[src/hdl/convex_support_hill_climb_defines.svh]
// Assertion macros for the convex support hill climber.
// Taken in by the top level; expects i_clk and i_rst_n in scope.
`ifndef CONVEX_SUPPORT_HILL_CLIMB_DEFINES_SVH
`define CONVEX_SUPPORT_HILL_CLIMB_DEFINES_SVH

// Same-cycle implication, disabled while reset is asserted.
`define CSHC_ASSERT_NOW(label, ante, cons, msg) \
    label: assert property (@(posedge i_clk) disable iff (!i_rst_n) (ante) |-> (cons)) \
        else $error(msg);

// Next-cycle implication, disabled while reset is asserted.
`define CSHC_ASSERT_NEXT(label, ante, cons, msg) \
    label: assert property (@(posedge i_clk) disable iff (!i_rst_n) (ante) |=> (cons)) \
        else $error(msg);

`endif

[src/hdl/cshc_pkg.sv]
// Shared sizes, types and codes for the convex support hill climber.
// No dependencies; imported by cshc_datapath, cshc_ctrl, the top level and the testbench files.
`default_nettype none

package cshc_pkg;

    localparam int MAX_VERTICES = 256;
    localparam int MAX_DEGREE   = 16;
    localparam int COORD_BITS   = 16;

    // Fixed field widths of the request and result items
    localparam int REQ_W  = 2;
    localparam int VIDX_W = 8;
    localparam int SLOT_W = 4;
    localparam int NB_W   = 8;
    localparam int CNT_W  = 5;

    // Derived storage widths
    localparam int VA_W   = $clog2(MAX_VERTICES);
    localparam int ADJ_AW = $clog2(MAX_VERTICES * MAX_DEGREE);
    localparam int DEG_W  = $clog2(MAX_DEGREE + 1);
    localparam int IDX_W  = DEG_W;
    localparam int PROD_W = 2 * COORD_BITS;
    localparam int DOT_W  = PROD_W + 2;

    // Request codes
    localparam logic [REQ_W-1:0] REQ_LOAD_VTX = 2'd0;
    localparam logic [REQ_W-1:0] REQ_LOAD_ADJ = 2'd1;
    localparam logic [REQ_W-1:0] REQ_QUERY    = 2'd2;

    typedef logic signed [COORD_BITS-1:0] t_coord;

    typedef struct packed {
        t_coord x;
        t_coord y;
        t_coord z;
    } t_pos;

    typedef enum logic [3:0] {
        S_IDLE,
        S_RD_CUR,
        S_CUR_MUL,
        S_CUR_SUM,
        S_SCAN,
        S_NB_CHK,
        S_NB_MUL,
        S_NB_CMP,
        S_DONE
    } t_state;

    // Controller to datapath commands
    typedef struct packed {
        logic wr_vtx;
        logic wr_adj;
        logic clear_cur;
        logic query_start;
        logic rd_cur;
        logic take_cur;
        logic set_h;
        logic rd_adj;
        logic rd_nb;
        logic next_idx;
        logic move;
        logic out_load;
    } t_dp_cmd;

    // Datapath to controller status
    typedef struct packed {
        logic idx_end;
        logic skip;
        logic better;
    } t_dp_sts;

endpackage

`default_nettype wire

[src/hdl/cshc_ctrl.sv]
// Controller of the hill climber: request decode, walk sequencing and the
// result valid flag. Uses cshc_pkg; drives cshc_datapath by command struct.
`default_nettype none

module cshc_ctrl (
    input  logic                        i_clk,
    input  logic                        i_rst_n,
    input  logic                        i_valid,
    input  logic [cshc_pkg::REQ_W-1:0]  i_req_type,
    output logic                        o_stall,
    output logic                        o_valid,
    input  logic                        i_stall,
    output cshc_pkg::t_dp_cmd           o_cmd,
    input  cshc_pkg::t_dp_sts           i_sts
);
    import cshc_pkg::*;

    t_state r_state;
    t_state n_state;
    logic   r_out_valid;
    logic   n_out_valid;
    logic   w_out_free;

    assign w_out_free = !r_out_valid || !i_stall;
    assign o_stall    = (r_state != S_IDLE);
    assign o_valid    = r_out_valid;

    always_ff @(posedge i_clk) begin
        if (!i_rst_n) begin
            r_state     <= S_IDLE;
            r_out_valid <= 1'b0;
        end else begin
            r_state     <= n_state;
            r_out_valid <= n_out_valid;
        end
    end

    always_comb begin
        n_out_valid = r_out_valid && i_stall;
        if (o_cmd.out_load) begin
            n_out_valid = 1'b1;
        end
    end

    // Next state
    always_comb begin
        n_state = r_state;
        unique case (r_state)
            S_IDLE: begin
                if (i_valid && (i_req_type == REQ_QUERY)) begin
                    n_state = S_RD_CUR;
                end
            end
            S_RD_CUR:  n_state = S_CUR_MUL;
            S_CUR_MUL: n_state = S_CUR_SUM;
            S_CUR_SUM: n_state = S_SCAN;
            S_SCAN: begin
                n_state = i_sts.idx_end ? S_DONE : S_NB_CHK;
            end
            S_NB_CHK: begin
                n_state = i_sts.skip ? S_SCAN : S_NB_MUL;
            end
            S_NB_MUL:  n_state = S_NB_CMP;
            S_NB_CMP: begin
                n_state = i_sts.better ? S_RD_CUR : S_SCAN;
            end
            S_DONE: begin
                if (w_out_free) begin
                    n_state = S_IDLE;
                end
            end
            default:   n_state = S_IDLE;
        endcase
    end

    // Commands
    always_comb begin
        o_cmd = '0;
        unique case (r_state)
            S_IDLE: begin
                if (i_valid) begin
                    unique case (i_req_type)
                        REQ_LOAD_VTX: begin
                            o_cmd.wr_vtx    = 1'b1;
                            o_cmd.clear_cur = 1'b1;
                        end
                        REQ_LOAD_ADJ: begin
                            o_cmd.wr_adj    = 1'b1;
                            o_cmd.clear_cur = 1'b1;
                        end
                        REQ_QUERY: o_cmd.query_start = 1'b1;
                        default: ;
                    endcase
                end
            end
            S_RD_CUR:  o_cmd.rd_cur   = 1'b1;
            S_CUR_MUL: o_cmd.take_cur = 1'b1;
            S_CUR_SUM: o_cmd.set_h    = 1'b1;
            S_SCAN:    o_cmd.rd_adj   = !i_sts.idx_end;
            S_NB_CHK: begin
                o_cmd.next_idx = i_sts.skip;
                o_cmd.rd_nb    = !i_sts.skip;
            end
            S_NB_MUL: ;
            S_NB_CMP: begin
                o_cmd.move     = i_sts.better;
                o_cmd.next_idx = !i_sts.better;
            end
            S_DONE:    o_cmd.out_load = w_out_free;
            default: ;
        endcase
    end

endmodule

`default_nettype wire

[config.mk]
export PLATFORM = sky130hd
export DESIGN_NAME = cshc_ctrl
export DESIGN_NICKNAME = d
export VERILOG_FILES = /design/src/hdl/convex_support_hill_climb_defines.svh /design/src/hdl/cshc_pkg.sv /design/src/hdl/cshc_ctrl.sv
export SDC_FILE = /design/constraint.sdc
export NUM_CORES = 1
export LEC_CHECK = 0
export BUFFER_PORTS_ARGS = -buffer_cell sky130_fd_sc_hd__buf_2
export CORE_AREA = 2 2 39 41
export CTS_BUF_LIST = sky130_fd_sc_hd__clkbuf_16
export CTS_CLUSTER_DIAMETER = 200
export DETAILED_ROUTE_END_ITERATION = 10
export DIE_AREA = 0 0 41 43
export PLACE_DENSITY_LB_ADDON = 0.12
export SYNTH_ARGS = -nofsm -noshare
export SYNTH_HDL_FRONTEND = slang
export SYNTH_SLANG_ARGS = --single-unit
[constraint.sdc]
create_clock -name i_clk -period 1.93 [get_ports i_clk]
set_input_delay 0.193 -clock i_clk [delete_from_list [all_inputs] [get_ports i_clk]]
set_output_delay 0.193 -clock i_clk [all_outputs]
set_load 0.005 [all_outputs]
==> results of run 1 <==
[layout make-up]
type | instances | area (µm²) | area share
sequential | 5 | 103 | 0.178
clock inverter | 1 | 3.75 | 0.00651
clock buffer | 3 | 75.1 | 0.130
timing repair buffer | 23 | 118 | 0.204
inverter | 1 | 3.75 | 0.00651
multi-input combinational | 40 | 254 | 0.440
tap | 16 | 20.0 | 0.0347
[worst paths after layout]
kind | startpoint | to | slack, ps | cells past startpoint
setup reg to reg | r_state[3] | r_state[0] | 460 | 3
hold / removal | i_rst_n | o_valid | 230 | 3
setup / recovery | r_state[3] | o_cmd[10] | 110 | 4
hold reg to reg | o_valid | o_valid | 480 | 2
[registers in the layout, summed over array words and instances (netlist names)]
signal   count
o_valid      1
r_state      4
[logic make-up (layout without fill, tap and decap cells)]
kind of cell / count (synthesis) / after routing / synth area share
and+or+nand+nor: 28 / 28 / 0.440
buffers and inverters: 6 / 28 / 0.0987
muxes: 1 / 1 / 0.0255
DFF: 5 / 5 / 0.255
AOI/OAI and AO/OA: 11 / 11 / 0.182
[metrics by stage]
step,hold slack (ps),std cells,util
final,229,89,0.417
after floorplan,304,51,-
after global routing,247,89,0.417
after global placement,462,85,0.358
after CTS,228,89,0.415
after detailed placement,462,85,0.358
[worst max-delay path, cell delays in order, from the launching register on]
cell	delay, ps
dfxtp_2	360
or4_4	590
nor3b_4	210
and2_1	140
buf_2	100
[cells in the final DEF, fill, tap and decap left out]
cell type / instances
nand3_1: 2
a211o_1: 1
nor3_1: 4
nor2b_1: 1
nand2b_1: 3
mux2i_1: 1
buf_2: 22
nand4_1: 1
or4_4: 1
a21oi_1: 5
nor2_1: 3
clkbuf_16: 3
dfxtp_1: 3
nand2_1: 5
nor4_1: 1
nor3b_4: 1
and2_1: 1
and3b_1: 1
inv_1: 2
dfxtp_2: 2
o21ai_0: 2
and2b_1: 4
a211oi_1: 1
o2111a_1: 1
a2111oi_0: 1
buf_4: 1
[routing by layer]
metal | share of wire | vias up
met2 | 0.46 | 16
li1 | - | 230
met1 | 0.46 | 192
met3 | 0.075 | 0
met4 | 0 | 0
met5 | 0 | -
[power by group]
group | switching (µW) | leakage [µW] | internal (µW)
sequential | 1.56 | 0.0000414 | 106
combinational | 24.0 | 0.000211 | 24.8
clock | 63.0 | 0.0000423 | 268
[timing repair]
item | 4_1_cts | 5_1_grt
resized for setup | 0 | 2
setup endpoints to repair | 0 | 2
hold buffers | 0 | 0
buffers inserted | 0 | 0
==> metrics.md, run 1 <==
| Metric | Value |
|---|---|
| Yosys Warn Count | `0` |
| GR Overflow Total | `0` |
| Max-cap viol count | `0` |
| Top cells by area, synth | `dfxtp_1 (25%), and2b_1 (7.6%), a21oi_1 (6.4%)` |
| Pwr Density | `around 840 nW/µm²` |
| Drt drc | `0` |
| Max-slew headroom | `0.775` |
| Total GRT Usage | `0.138` |
| Worst Slack Setup Final | `around 110 ps` |
| Unrepaired setup endpoints after global routing | `false` |
| Clock root cell | `clkbuf_16` |
| Max Clk Rate | `around 550 MHz` |
| Final setup violation count | `0` |
| Number of CTS-inserted buffers | `3` |
| DRT Pass-1 Iters | `1` |
| CTS clk-pin slew, worst paths | `30 ps` |
| Die area | `about 1800 µm²` |
| Largest net degree at the start of global routing | `12` |
| Static Leak | `approximately 0.00029 µW` |
| Post-synth EDFFs | `0` |
| Met1 Use GR | `0.183` |
| Startpoint Class | `flip-flop` |
| Synth top cells by count | `a21oi_1 (5), dfxtp_1 (5), nand2_1 (5), and2b_1 (4), nor3_1 (4)` |
| Maximum resistive drop on vdd | `between 700 and 800 µV` |
| Ys flop type | `dfxtp_1` |
| CP arrival | `around 1600 ps` |
| I/O Pins | `23` |
| Status | `finished clean` |
| Asr flop ratio synth | `0` |
| Antenna diodes | `0` |
| Layout cells sized above 1 | `0.411` |
| Slew @ Worst Pin | `around 330 ps` |
| GP Congestion | `around 0.75` |
| HPWL Detailed | `737 µm` |
| CTS tree | `done` |
| Worst hold path class | `input pin to flip-flop` |
| Die Ht | `43 µm` |
| Met3 track demand over resource | `0.0942` |
| Post-place setup slack | `roughly 300 ps` |
| First-pass GRT wire length | `around 1600 µm` |
| TNS Setup | `0 ps` |
| Fill count | `151` |
| Worst setup EP type | `primary output` |
| Total power | `~490 µW` |
| Minimum clock period after layout | `roughly 1800 ps` |
| Initial DRC count | `0` |
| Initial antenna violation count | `0` |
| Synthesized area per cell | `7.70 µm²` |
| Worst skew pair latency | `approximately 230 ps` |
| Synth cell types | `25` |
| Routed Antenna Nets | `0` |
| Port buffer count | `22` |
| Starting Density | `0.284` |
| GR Layer Usage met2 | `0.166` |
| Synth top area share | `0.255` |
| Top Usage Layer GRT | `met1` |
| Synth-to-layout area growth | `46.8%` |
| # H-tree levels | `1` |
| Hold Violations, Final | `0` |
| Via density | `4.92` |
| Routed via count | `about 440` |
| Placed Instance Area | `approximately 500 µm²` |
| Final Slew Violations | `0` |
| Clk sinks | `5` |
| Post-Route WL | `approximately 960 µm` |
| Kind of critical path | `flip-flop to primary output` |
| Row cnt | `14` |
| Worst Path Max Fanout | `10` |
| Syn_nets | `60` |
| Register bit total from synthesis | `5` |
| Layout Nets | `between 80 and 90` |
| CORE AREA | `1380 µm²` |
| Clk buf depth | `2` |
| Vias in the first global route | `approximately 370` |
| Final worst-path cycle share | `0.944` |
| Sequential share of the synthesized area | `0.255` |
| Worst Skew | `between 1 and 1.5 ps` |
| Post-route design area | `around 580 µm²` |
| Cell Area, Synth | `between 300 and 400 µm²` |
| Routed wire length per instance | `10.8 µm` |
| Die X | `41 µm` |
| Post-Syn Instances | `~50` |
| Largest area contributor in the netlist | `dfxtp_1` |
| WP data required | `between 1500 and 2000 ps` |
(Power assumes the default switching activity.)
==> run 2: changes to the inputs <==
- RECOVER_POWER: not set -> 25
==> run 2 against run 1 <==
Net effect:
- critical path type unchanged
- cell count is the same
- via count is the same
- highest routed layer unchanged
- worst setup slack gained 3.6 ps
- final area shrank 0.87%
- fmax grew 0.20%
- global-route usage is the same
- sequential power is essentially flat
- flip-flop and latch count is the same
- utilization shrank 0.36 points
- critical endpoint unchanged
- clock skew is essentially flat
- power shrank 0.22%
==> metrics.md, run 2 (synthesis gave the netlist of run 1 again) <==
| Metric | Value |
|---|---|
| Status | `finished clean` |
| Clk sinks | `5` |
| CTS tree | `done` |
| Post_cts resized | `0` |
| Final setup violation count | `0` |
| Post-place setup slack | `~300 ps` |
| Worst skew pair latency | `~230 ps` |
| Final worst-path cycle share | `0.942` |
| Vias in the first global route | `372` |
| Port buffer count | `22` |
| Via density | `a little under 5` |
| Number of CTS-inserted buffers | `3` |
| Worst Skew | `just over 1 ps` |
| Max Clk Rate | `approximately 550 MHz` |
| Fill count | `between 150 and 200` |
| GP Congestion | `about 0.75` |
| Post-CTS Setup Bufs | `0` |
| Post-Route WL | `958 µm` |
| Layout Utilization | `0.413` |
| Final Slew Violations | `0` |
| Row cnt | `14` |
| Routed wire length per instance | `10.8 µm` |
| Clock root cell | `clkbuf_16` |
| Starting Density | `0.284` |
| Kind of critical path | `flip-flop to primary output` |
| Die Ht | `43 µm` |
| CP max stage delay | `about 600 ps` |
| Startpoint Class | `flip-flop` |
| Initial antenna violation count | `0` |
| Largest register FFs | `4` |
| GR Overflow Total | `0` |
| Sequential power share | `0.221` |
| Worst Path Max Fanout | `10` |
| Hold WS | `about 230 ps` |
| Placed Instance Area | `between 400 and 500 µm²` |
| Crit-path slowest cell | `or4_4` |
| Die area | `roughly 1800 µm²` |
| Clock Power Share | `0.681` |
| Clk buf depth | `2` |
| CTS clk-pin slew, worst paths | `around 30 ps` |
| Worst Slack Setup Final | `approximately 110 ps` |
| Routed Antenna Nets | `0` |
| WP data required | `between 1500 and 2000 ps` |
| Maximum resistive drop on vdd | `~700 µV` |
| Max-slew headroom | `0.775` |
| Hold Violations, Final | `0` |
| Unrepaired setup endpoints after global routing | `false` |
| Die X | `between 40 and 50 µm` |
| Slew @ Worst Pin | `around 330 ps` |
| Commonest non-fill, non-tap cells in the layout | `buf_2 (20), nand2_1 (5), a21oi_1 (5)` |
| Minimum clock period after layout | `roughly 1800 ps` |
| Sw frac | `0.183` |
| # H-tree levels | `1` |
| CP arrival | `1620 ps` |
| Initial DRC count | `0` |
| Worst hold path class | `input pin to flip-flop` |
| First-pass GRT wire length | `between 1500 and 2000 µm` |
| Largest net degree at the start of global routing | `12` |
| Antenna diodes | `0` |
| Number of buffers and inverters on the critical path | `1` |
| Pwr Density | `around 850 nW/µm²` |
| Max-cap viol count | `0` |
| Cell Int Power | `397 µW` |
| Post-CTS Hold Fix Bufs | `0` |
| I/O Pins | `23` |
| CP Cell Sequence | `or4_4 -> nor3b_4 -> and2_1 -> buf_2` |
| DRT Pass-1 Iters | `1` |
| Commonest non-fill, non-tap cell in the layout | `buf_2` |
| Synth-to-layout area growth | `45.5%` |
| Worst setup EP type | `primary output` |
| Delay-heaviest family, CP | `simple AND/OR/NAND/NOR gates` |
| TNS Setup | `0 ps` |
| CORE AREA | `roughly 1400 µm²` |
| Static Leak | `0.000285 µW` |
| Layout Nets | `83` |
| Total GRT Usage | `0.138` |
| HPWL Detailed | `around 740 µm` |
| Largest register by flop count | `r_state` |
| Drt drc | `0` |
| Layout cells sized above 1 | `0.384` |
| Routed via count | `438` |
| Switching power | `about 90 µW` |
| Logic pwr share | `0.098` |
| Post-route design area | `between 500 and 600 µm²` |
-- run 2: final cells by class --
class | count | area, µm² | area share
Clock buffer | 3 | 75.1 | 0.131
Clock inverter | 1 | 3.75 | 0.00656
Inverter | 1 | 3.75 | 0.00656
Multi-Input combinational cell | 40 | 254 | 0.444
Sequential cell | 5 | 103 | 0.179
Tap cell | 16 | 20.0 | 0.0350
Timing Repair Buffer | 23 | 113 | 0.197
-- run 2: power by group through the flow --
| stage | sequential [µW] | clock, µW | combinational (µW) |
|---|---|---|---|
| 3_3_place_gp | 109 | 0 | 49.3 |
| 5_1_grt | 107 | 353 | 54.2 |
| 6_report | 107 | 331 | 47.7 |
| 3_5_place_dp | 109 | 0 | 49.2 |
| 2_1_floorplan | 107 | 0 | 30.4 |
| 4_1_cts | 107 | 336 | 49.4 |
-- run 2: worst register-to-register path, cell delays in order (launching register included) --
cell and delay [ps]:
dfxtp_2 360, or4_4 590, o21ai_0 300, a211oi_1 90
-- run 2: per-layer routing --
| layer | global-route usage | vias to the layer above | wire [µm] |
|---|---|---|---|
| li1 | - | 232 | - |
| met1 | 0.183 | 190 | 438 |
| met2 | 0.166 | 16 | 447 |
| met3 | 0.0942 | 0 | 72 |
| met4 | 0.0600 | 0 | 0 |
| met5 | 0 | - | 0 |
-- run 2: worst paths after layout --
check / start / end / slack (ps) / cells after the start
worst max-delay path: r_state[3] / o_cmd[10] / 110 / 4
worst min-delay path: i_sts[2] / r_state[2] / 230 / 2
worst max register to register: r_state[3] / r_state[0] / 460 / 3
worst min register to register: o_valid / o_valid / 480 / 2
-- run 2: through the flow --
step / total power [µW] / instances
floorplan: 138 / 51
global placement: 159 / 85
detailed placement: 158 / 85
CTS: 493 / 89
global route: 515 / 89
finish: 486 / 89
==> run 3: changes to the inputs <==
- RECOVER_POWER: 25 -> 50
==> run 3 against run 2 <==
Net effect:
- routed wire length up 0.52%
- utilization decreased by 0.27 points
- final area shrank 0.66%
- fmax barely moved
- flip-flop and latch count is the same
- first-iteration DRC count did not move
- hold slack about the same
- power barely moved
- critical path depth is the same
- critical endpoint unchanged
- largest cell class unchanged
- largest power group unchanged
- highest routed layer unchanged
==> metrics.md, run 3 (synthesis gave the netlist of run 1 again) <==
| Metric | Value |
|---|---|
| Minimum clock period after layout | `roughly 1800 ps` |
| Layout Nets | `slightly above 80` |
| Worst skew pair latency | `roughly 230 ps` |
| CTS tree | `done` |
| # placed instances | `85` |
| Worst Skew | `between 1 and 1.5 ps` |
| Routed wire length per instance | `10.8 µm` |
| Final setup violation count | `0` |
| Vias in the first global route | `about 370` |
| Static Leak | `approximately 0.00027 µW` |
| First-pass GRT wire length | `between 1500 and 2000 µm` |
| CORE AREA | `about 1400 µm²` |
| Worst setup EP type | `primary output` |
| Commonest non-fill, non-tap cells in the layout | `buf_2 (17), nand2_1 (5), a21oi_1 (5), clkbuf_1 (5)` |
| Fill count | `around 160` |
| Post-Route WL | `between 900 and 1000 µm` |
| Maximum resistive drop on vdd | `702 µV` |
| Max Clk Rate | `around 550 MHz` |
| CP arrival | `about 1600 ps` |
| Max-slew headroom | `0.775` |
| # H-tree levels | `1` |
| Largest register FFs | `4` |
| Unrepaired setup endpoints after global routing | `false` |
| Commonest non-fill, non-tap cell in the layout | `buf_2` |
| GR Overflow Total | `0` |
| Clk buf depth | `2` |
| Worst hold path class | `input pin to flip-flop` |
| Post-CTS Hold Fix Bufs | `0` |
| CP Cell Sequence | `or4_4 -> nor3b_4 -> and2_1 -> buf_2` |
| Die X | `41 µm` |
| WP data required | `1740 ps` |
| HPWL Detailed | `737 µm` |
| Hold Violations, Final | `0` |
| Row cnt | `14` |
| Startpoint Class | `flip-flop` |
| Clk sinks | `5` |
| Worst Path Max Fanout | `10` |
| Delay-heaviest family, CP | `simple AND/OR/NAND/NOR gates` |
| CP max stage delay | `590 ps` |
| Layout cells sized above 1 | `0.342` |
| Routed via count | `438` |
| Via density | `4.92` |
| Starting Density | `0.284` |
| Final Instance Count excl. Fillers | `between 80 and 90` |
| Initial DRC count | `0` |
| Max-cap viol count | `0` |
| Number of CTS-inserted buffers | `3` |
| Number of buffers and inverters on the critical path | `1` |
| Largest net degree at the start of global routing | `12` |
| Drt drc | `0` |
| Final Slew Violations | `0` |
| Die area | `about 1800 µm²` |
| Initial antenna violation count | `0` |
| Final worst-path cycle share | `0.942` |
| Kind of critical path | `flip-flop to primary output` |
| I/O Pins | `23` |
| Port buffer count | `22` |
| Crit-path slowest cell | `or4_4` |
| Total power | `around 500 µW` |
| Largest register by flop count | `r_state` |
| Slew @ Worst Pin | `329 ps` |
| Synth-to-layout area growth | `44.6%` |
| TNS Setup | `0 ps` |
| GP Congestion | `between 0.7 and 0.8` |
| Post-CTS Setup Bufs | `0` |
| Status | `finished clean` |
| Routed Antenna Nets | `0` |
| Pwr Density | `about 850 nW/µm²` |
| DRT Pass-1 Iters | `1` |
| Total GRT Usage | `0.138` |
| Antenna diodes | `0` |
| CTS clk-pin slew, worst paths | `about 30 ps` |
| Die Ht | `roughly 43 µm` |
| Clock root cell | `clkbuf_16` |
run 3: cell count changes in the layout (fill, tap and decap cells not counted), sizes merged:
cell,delta
buf,-3
clkbuf,+3
run 3: metal layers:
layer | track usage | wire [µm]
met1 | 0.183 | 441
met2 | 0.166 | 448
met3 | 0.0942 | 73
met4 | 0.0600 | 0
met5 | 0 | 0
run 3: where the power goes:
group	leakage, µW	switching [µW]	internal [µW]	total [µW]
registers	0.0000414	1.55	106	107
logic	0.000188	24.1	23.2	47.3
clock network	0.0000423	63.0	268	331
run 3: worst paths after layout:
kind	start	endpoint	slack [ps]	cells past startpoint
worst min register to register	o_valid	o_valid	480	2
worst max register to register	r_state[3]	r_state[0]	460	3
worst max-delay path	r_state[3]	o_cmd[10]	110	4
worst min-delay path	i_sts[2]	r_state[2]	230	2
run 3: cell type report:
cell class                      count  area, µm²  area share
Tap cell                           16       20.0      0.0352
Inverter                            1       3.75     0.00661
Timing Repair Buffer               23        109       0.192
Clock buffer                        3       75.1       0.132
Multi-Input combinational cell     40        254       0.447
Clock inverter                      1       3.75     0.00661
Sequential cell                     5        103       0.181
run 3: timing repair:
item / CTS / global route
hold endpoints to repair: 0 / 0
resized for setup: 0 / 2
endpoints found under the setup margin: 0 / 2
run 3: per-stage QoR:
| step | area, µm² | hold slack [ps] | setup WS (ps) | utilization |
|---|---|---|---|---|
| after floorplan | 393 | 304 | 324 | - |
| final | 568 | 228 | 113 | 0.410 |
| after global routing | 568 | 247 | 20.7 | 0.410 |
| after CTS | 574 | 228 | 51.2 | 0.415 |
| after global placement | 495 | 462 | 322 | 0.358 |
| after detailed placement | 495 | 462 | 296 | 0.358 |
